$ cat src/hdl/ogru_pkg.sv
// ----------------------------------------------------------------------------
// ogru_pkg
// Shared types, codes and the quarter-wave sine table of the occupancy grid
// ray update block.
// ----------------------------------------------------------------------------
package ogru_pkg;

    // default geometry
    localparam int MAP_COLS_DEF   = 256;
    localparam int MAP_ROWS_DEF   = 256;
    localparam int ANGLE_BITS_DEF = 12;

    // quarter-wave table size
    localparam int QBITS = 10;
    localparam int QSIZE = 1 << QBITS;

    // operation codes
    typedef enum logic [1:0] {
        OP_BEAM = 2'd0,
        OP_FOOT = 2'd1,
        OP_READ = 2'd2,
        OP_NONE = 2'd3
    } op_t;

    // cell codes
    localparam logic [1:0] CELL_UNDEF = 2'd0;
    localparam logic [1:0] CELL_EMPTY = 2'd1;
    localparam logic [1:0] CELL_OCC   = 2'd2;

    // register indexes
    localparam logic [2:0] REG_ORIGIN_X  = 3'd0;
    localparam logic [2:0] REG_ORIGIN_Y  = 3'd1;
    localparam logic [2:0] REG_COLS_USED = 3'd2;
    localparam logic [2:0] REG_ROWS_USED = 3'd3;
    localparam logic [2:0] REG_CELL_SHIFT = 3'd4;
    localparam logic [2:0] REG_STEP_LEN  = 3'd5;
    localparam logic [2:0] REG_FOOT_HALF = 3'd6;

    // sequencer states
    typedef enum logic [3:0] {
        ST_CLEAR,
        ST_IDLE,
        ST_SIN,
        ST_COS,
        ST_TRIG,
        ST_NEXT,
        ST_WAIT,
        ST_RMW,
        ST_RDCELL,
        ST_DONE
    } state_t;

    // grid placement seen by the point locator
    typedef struct packed {
        logic signed [15:0] origin_x;
        logic signed [15:0] origin_y;
        logic [8:0]         cols_eff;
        logic [8:0]         rows_eff;
        logic [3:0]         cell_shift;
    } grid_cfg_t;

    // one point request: base + trig * reach / 2^14 on each axis
    typedef struct packed {
        logic               start;
        logic signed [17:0] base_x;
        logic signed [17:0] base_y;
        logic signed [15:0] trig_c;
        logic signed [15:0] trig_s;
        logic [16:0]        reach;
    } loc_req_t;

    typedef logic [14:0] qrom_t [0:QSIZE];

    // sin(i * pi / 2048) in Q2.14 by an eight-term integer Taylor series
    function automatic qrom_t build_qrom();
        qrom_t       t;
        logic [63:0] x;
        logic [63:0] s;
        logic [63:0] tm;
        logic [63:0] q;
        for (int i = 0; i <= QSIZE; i++) begin
            x  = (64'd1686629713 * 64'(i)) >> QBITS;
            s  = x;
            tm = x;
            for (int k = 1; k <= 7; k++) begin
                tm = (tm * x) >> 30;
                tm = (tm * x) >> 30;
                unique case (k)
                    1:       tm = tm / 64'd6;
                    2:       tm = tm / 64'd20;
                    3:       tm = tm / 64'd42;
                    4:       tm = tm / 64'd72;
                    5:       tm = tm / 64'd110;
                    6:       tm = tm / 64'd156;
                    default: tm = tm / 64'd210;
                endcase
                if (k % 2 == 1)
                    s = s - tm;
                else
                    s = s + tm;
            end
            q = (s + 64'd32768) >> 16;
            if (q > 64'd16384)
                q = 64'd16384;
            t[i] = 15'(q);
        end
        return t;
    endfunction

    localparam qrom_t QUARTER_ROM = build_qrom();

endpackage

$ cat src/hdl/ogru_locate.sv
// ----------------------------------------------------------------------------
// ogru_locate
// Three-stage point locator: project, offset by origin, scale to a cell and
// check against the grid bounds.
// ----------------------------------------------------------------------------
module ogru_locate #(
    parameter int MAP_COLS = ogru_pkg::MAP_COLS_DEF,
    parameter int ADDR_W   = 16
)
(
    input  logic                clk,
    input  logic                rst_n,
    input  ogru_pkg::grid_cfg_t cfg,
    input  ogru_pkg::loc_req_t  req,
    output logic                done,
    output logic                in_bounds,
    output logic [ADDR_W-1:0]   addr
);
    import ogru_pkg::*;

    logic               v1_reg;
    logic               v2_reg;
    logic               done_reg;
    logic signed [33:0] prod_x_reg;
    logic signed [33:0] prod_y_reg;
    logic signed [17:0] base_x_reg;
    logic signed [17:0] base_y_reg;
    logic signed [20:0] diff_x_reg;
    logic signed [20:0] diff_y_reg;
    logic               inside_reg;
    logic [ADDR_W-1:0]  addr_reg;

    logic signed [33:0] qx_full;
    logic signed [33:0] qy_full;
    logic signed [20:0] diff_x_next;
    logic signed [20:0] diff_y_next;
    logic [20:0]        round_mask;
    logic signed [20:0] ix;
    logic signed [20:0] iy;
    logic               inside_next;
    logic [ADDR_W-1:0]  addr_next;

    // stage valids
    always_ff @(posedge clk or negedge rst_n)
    begin
        if (!rst_n)
        begin
            v1_reg   <= 1'b0;
            v2_reg   <= 1'b0;
            done_reg <= 1'b0;
        end
        else
        begin
            v1_reg   <= req.start;
            v2_reg   <= v1_reg;
            done_reg <= v2_reg;
        end
    end

    // stage 1: products
    always_ff @(posedge clk)
    begin
        if (req.start)
        begin
            prod_x_reg <= 34'(req.trig_c * $signed({1'b0, req.reach}));
            prod_y_reg <= 34'(req.trig_s * $signed({1'b0, req.reach}));
            base_x_reg <= req.base_x;
            base_y_reg <= req.base_y;
        end
    end

    // stage 2: divide by 2^14 toward zero, add base, remove origin
    always_comb
    begin
        qx_full     = (prod_x_reg + (prod_x_reg[33] ? 34'sd16383 : 34'sd0)) >>> 14;
        qy_full     = (prod_y_reg + (prod_y_reg[33] ? 34'sd16383 : 34'sd0)) >>> 14;
        diff_x_next = 21'(base_x_reg) + 21'(qx_full) - 21'(cfg.origin_x);
        diff_y_next = 21'(base_y_reg) + 21'(qy_full) - 21'(cfg.origin_y);
    end

    always_ff @(posedge clk)
    begin
        if (v1_reg)
        begin
            diff_x_reg <= diff_x_next;
            diff_y_reg <= diff_y_next;
        end
    end

    // stage 3: cell index toward zero, bounds, address
    always_comb
    begin
        round_mask  = ~(21'h1FFFFF << cfg.cell_shift);
        ix = (diff_x_reg + (diff_x_reg[20] ? $signed(round_mask) : 21'sd0)) >>> cfg.cell_shift;
        iy = (diff_y_reg + (diff_y_reg[20] ? $signed(round_mask) : 21'sd0)) >>> cfg.cell_shift;
        inside_next = !ix[20] && (ix < $signed({12'b0, cfg.cols_eff}))
                   && !iy[20] && (iy < $signed({12'b0, cfg.rows_eff}));
        addr_next   = ADDR_W'(iy[8:0]) * ADDR_W'(MAP_COLS) + ADDR_W'(ix[8:0]);
    end

    always_ff @(posedge clk)
    begin
        if (v2_reg)
        begin
            inside_reg <= inside_next;
            addr_reg   <= addr_next;
        end
    end

    assign done      = done_reg;
    assign in_bounds = inside_reg;
    assign addr      = addr_reg;

endmodule

$ cat config.mk
export PLATFORM = sky130hd
export DESIGN_NAME = ogru_locate
export DESIGN_NICKNAME = d
export VERILOG_FILES = /design/src/hdl/ogru_pkg.sv /design/src/hdl/ogru_locate.sv
export SDC_FILE = /design/constraint.sdc
export NUM_CORES = 2
export LEC_CHECK = 0
export ABC_AREA = 1
export BUFFER_PORTS_ARGS = -buffer_cell sky130_fd_sc_hd__buf_2
export CAP_MARGIN = 0
export CORE_ASPECT_RATIO = 0.7
export CORE_MARGIN = 2
export CORE_UTILIZATION = 44
export DETAILED_ROUTE_END_ITERATION = 16
export SETUP_SLACK_MARGIN = 0.5
export SLEW_MARGIN = 20
export SYNTH_ARGS = -nofsm -noshare
export SYNTH_HDL_FRONTEND = slang
export SYNTH_SLANG_ARGS = --single-unit
$ cat constraint.sdc
create_clock -name clk -period 4.9 [get_ports clk]
set_input_delay 0.245 -clock clk [delete_from_list [all_inputs] [get_ports clk]]
set_output_delay 0.245 -clock clk [all_outputs]
set_load 0.01 [all_outputs]
After elaboration in Yosys (flattened, before gate mapping)
Index checks and enable logic that the tools add are counted.
{ "word_totals": {"ff_bits": 166, "out_inout_bits": 18} }
{ "op_classes": {"addsub": 9, "multipliers": 2, "magnitude_cmp": 2, "n_shift": 3, "muxes": 4, "bitwise": 1, "n_reduce_logical": 5} }
{ "ops": {"columns": ["op", "n"], "rows": [
  ["adder 34 x 15 -> 34 bit", 2],
  ["multiplier 16 x 18 -> 34 bit", 2],
  ["adder 18 x 20 -> 21 bit", 2],
  ["adder 21 bit", 2],
  ["less-than comparator 21 x 10 -> 1 bit", 2],
  ["2-to-1 mux 21 bit", 2],
  [">>> shifter 21 x 4 -> 21 bit", 2],
  ["subtractor 21 x 16 -> 21 bit", 2],
  ["2-to-1 mux 14 bit", 2],
  ["NOT 21 bit", 1],
  ["<< shifter 21 x 4 -> 21 bit, first input constant", 1],
  ["adder 16 x 9 -> 16 bit", 1],
  ["logical AND 1 bit", 3],
  ["logical NOT 1 bit", 2]
]} }

Longest topological paths before layout
{ "depth": {"word_depth": 9, "mapped_depth": 39} }

Worst setup path after synthesis
No wires, ideal clock.
{ "synth_path": {"path_kind": "in2reg", "start": "input port req[34] (netlist bit)", "end": "register prod_x_reg[26], data pin", "setup_ns": 0.265, "t_arrival_ns": 5.670, "required_time_ns": 4.635, "path_slack_ns": -1.035, "path_stages": 25, "path_buffers": 2, "cell_sequence": "clkbuf_1 -> clkbuf_1 -> nand2_1 -> fa_1 -> inv_1 -> fa_1 -> inv_1 -> fa_1 -> fa_1 -> inv_1 -> fa_1 -> inv_1 -> fa_1 -> inv_1 -> ha_1 -> a21o_1 -> a21oi_1 -> nand2_1 -> a31oi_1 -> inv_1 -> nand2_1 -> nand2_1 -> a21boi_0 -> o21ai_0 -> xor2_1"} }
{ "synth_via": {"elab_chain_len": 1} }
{ "synth_lines": {"columns": ["item", "line", "source"], "rows": [
  ["start: declaration", "ogru_locate.sv:14", "input ogru_pkg::loc_req_t req,"],
  ["multiplier 16 x 18 -> 34 bit", "ogru_locate.sv:65", "prod_x_reg <= 34'(req.trig_c * $signed({1'b0, req.reach}));"],
  ["end signal: assignment", "ogru_locate.sv:65", null],
  ["end: declaration", "ogru_locate.sv:24", "logic signed [33:0] prod_x_reg;"]
]} }
Every way passes these cells.
A chain may end at the register's enable or synchronous reset.

Worst setup path in the final report
{ "layout_path": {"start": "input port req[10] (netlist bit)", "end": "register prod_x_reg[31], data pin"} }
Same word-level chain as after synthesis.

==> flow_summary.json <==
{
  "ant_nets": 0,
  "start_util": 0.445,
  "design.die.area_sq_mm": 0.0765,
  "pin_count": 160,
  "yosys_warnings": 0,
  "period_share": 1.04,
  "cts_sinks": 166,
  "htreeDepth": 4,
  "seq_area_frac_synth": 0.152,
  "die_w_um": 330,
  "initialDrtViolationCount": 2587,
  "core_area_sq_mm": 0.0734,
  "fmax_mhz": 197,
  "maxSlewViolCount": 0,
  "dp_hpwl_mm": 78.6,
  "fp.dieH_um": 232,
  "ys_types": 54,
  "areaGrowthSynthToFinish_pct": 36.4,
  "slew_headroom": 0.311,
  "syn-num-nets": 5186,
  "hold_viol_final": 0,
  "skew_ps": 12.0,
  "clk_pin_slew_ps": 70,
  "wl_per_cell_um": 17.0,
  "final_util": 0.607,
  "async_flop_share": 0.0181,
  "syn_avg_cell_area_sq_um": 7.74,
  "via_per_inst": 4.98,
  "io_buffers": 159,
  "synth-main-ff-cell": "edfxtp_1",
  "cts_buffers": 17,
  "finalSetupViolCount": 19,
  "cts_buffer_depth": 2,
  "drc": 0,
  "rsz0062_at_grt": "true",
  "startpoint_type": "input pin",
  "fin_nets": 5852,
  "ctsRootBufferMaster": "clkbuf_16",
  "firstDrtPassIters": 6,
  "grt_max_degree": 55,
  "period_needed_ps": 5080,
  "synthesis.area_sq_mm": 0.0327,
  "cp_max_fo": 5,
  "num_rows": 83,
  "grt_first_pass_wirelength_mm": 157,
  "crit_path_end_kind": "flop",
  "grt_use_total": 0.264,
  "ys_ff_latch": 166,
  "via_count": 29300,
  "violations": "negative setup slack",
  "syn-instance-count": 4222,
  "hold_ws_ps": 57.3,
  "gp_congestion": 0.943,
  "grt_pass1_vias": 29100,
  "antenna_found_initial": 4,
  "cts_tree": "done",
  "status": "finished with violations",
  "setup_slack_ps": -177,
  "maxCapViolCount": 0,
  "hp-class": "input pin to asynchronous set/reset pin",
  "tightest_slew_ps": 1030,
  "grt_overflow_total": 0,
  "routed_wl_mm": 100,
  "required_ps": 5150,
  "synth-edff-count": 163,
  "arrival_ps": 5330,
  "path_class": "input pin to flop",
  "layout-drive-gt1-share": 0.311,
  "insertion_delay_ps": 510
}
[repair_timing]
item | CTS | global route
hold buffers | 37 | 0
pin swaps | 160 | 219
buffers inserted | 89 | 66
gates resized for setup | 443 | 537
setup endpoints to repair | 67 | 76
cloned | 8 | 1
endpoints found under the hold margin | 39 | 0
[through the flow]
step | TNS (ps) | instance area, sq um | setup slack [ps] | cells
floorplan | -8560 | 33800 | -601 | 4222
global placement | -32700 | 38100 | -1000 | 5645
detailed placement | -33650 | 38100 | -1020 | 5645
CTS | -700 | 41700 | -135 | 5810
global route | -6190 | 44600 | -399 | 5878
finish | -1800 | 44600 | -177 | 5878
[final cells by class]
type	instances	area [sq um]
diodes	1	2.50
clock buffers	17	425
clock inverters	14	144
fillers	6333	28800
inverters	1047	3950
multi-input cells	2868	27100
flip-flops and latches	166	4970
well taps	977	1220
repair buffers	788	6740
[cell usage in the layout (no fill, tap or decap), types with 22 or more instances in the layout]
cell and n:
ha_1 264, a21oi_2 59, o21ai_0 33, fa_1 429
nor2_1 103, nand2_4 42, nand2_2 138, buf_12 23
nor2_4 22, a21oi_4 28, inv_2 99, nand3_1 157
buf_4 491, nor2_2 23, nand4_1 22, buf_2 120
edfxtp_1 163, o21ai_1 24, xor2_2 22, a21oi_1 84
nand2_1 946, buf_6 90, fa_2 29, xnor2_1 29
inv_1 938, ha_4 88, dlygate4sd3_1 37, xor2_1 71
nand3_2 59
[synth_stat cells (6+ instances only)]
cell      count  area [sq um]
edfxtp_1    163          4890
nand3_1     221          1110
nor4_1        9          56.3
nor2_1      140           526
a21o_1       12          90.1
buf_1         9          33.8
o21ai_1      22           110
nor2_2        6          37.5
fa_1        458          9170
ha_1        364          4550
clkbuf_1    125           469
nand4_1      22           138
a21oi_1     167           836
nor3_1       25           125
nand2_1    1121          4210
xnor2_1      43           377
inv_1      1034          3880
inv_2         7          26.3
buf_2         7          35.0
a31oi_1      13          81.3
o21ai_0      61           305
xor2_1       98           858
[kinds of logic after synthesis]
logic type | count (synthesis) | synth area share
xor gates and xnor gates | 141 | 0.0378
buffers and inverters | 1188 | 0.137
AOI/OAI and AO/OA | 326 | 0.0559
and+or+nand+nor | 1577 | 0.197
adders and majority gates | 822 | 0.420
muxes | 2 | 0.000613
DFF | 166 | 0.152
[layer usage]
metal / vias to the layer above / wire length (um) / GRT usage
met2: 884 / 43700 / 0.394
met1: 14100 / 47400 / 0.399
met3: 108 / 7180 / 0.0436
met4: 4 / 1780 / 0.0598
met5: - / 18 / 0
li1: 14100 / - / -
[critical path: stages]
cell and delay (ps):
buf_12 120, buf_12 160, nand2_4 60, fa_1 520, inv_1 50, fa_1 430, inv_1 90, fa_2 440
fa_1 490, inv_1 50, fa_1 480, inv_1 50, fa_1 490, inv_2 50, ha_4 280, nand2_4 50
nor2_4 140, nand2_2 70, nand2_2 80, a31oi_4 50, o21ai_2 210, nand3_2 140, o21ai_2 200, nand2_1 70
nand2_1 80, nand3_1 70, nand2_1 70, xor2_1 60
[final timing paths]
kind / from / end / slack, ps / depth (start not counted)
min in group clk: req[17] / prod_y_reg[0] / 290 / 3
worst min register to register: base_y_reg[0] / diff_y_reg[0] / 590 / 1
worst max register to register: prod_x_reg[33] / diff_x_reg[18] / 210 / 30
worst min-delay path: rst_n / done / 60 / 2
max in group asynchronous: rst_n / v1_reg / 4730 / 2
worst max-delay path: req[10] / prod_x_reg[31] / -180 / 28
Power is not shown: default switching activity piles up to over one toggle a cycle in this logic, so the estimate is an artifact.
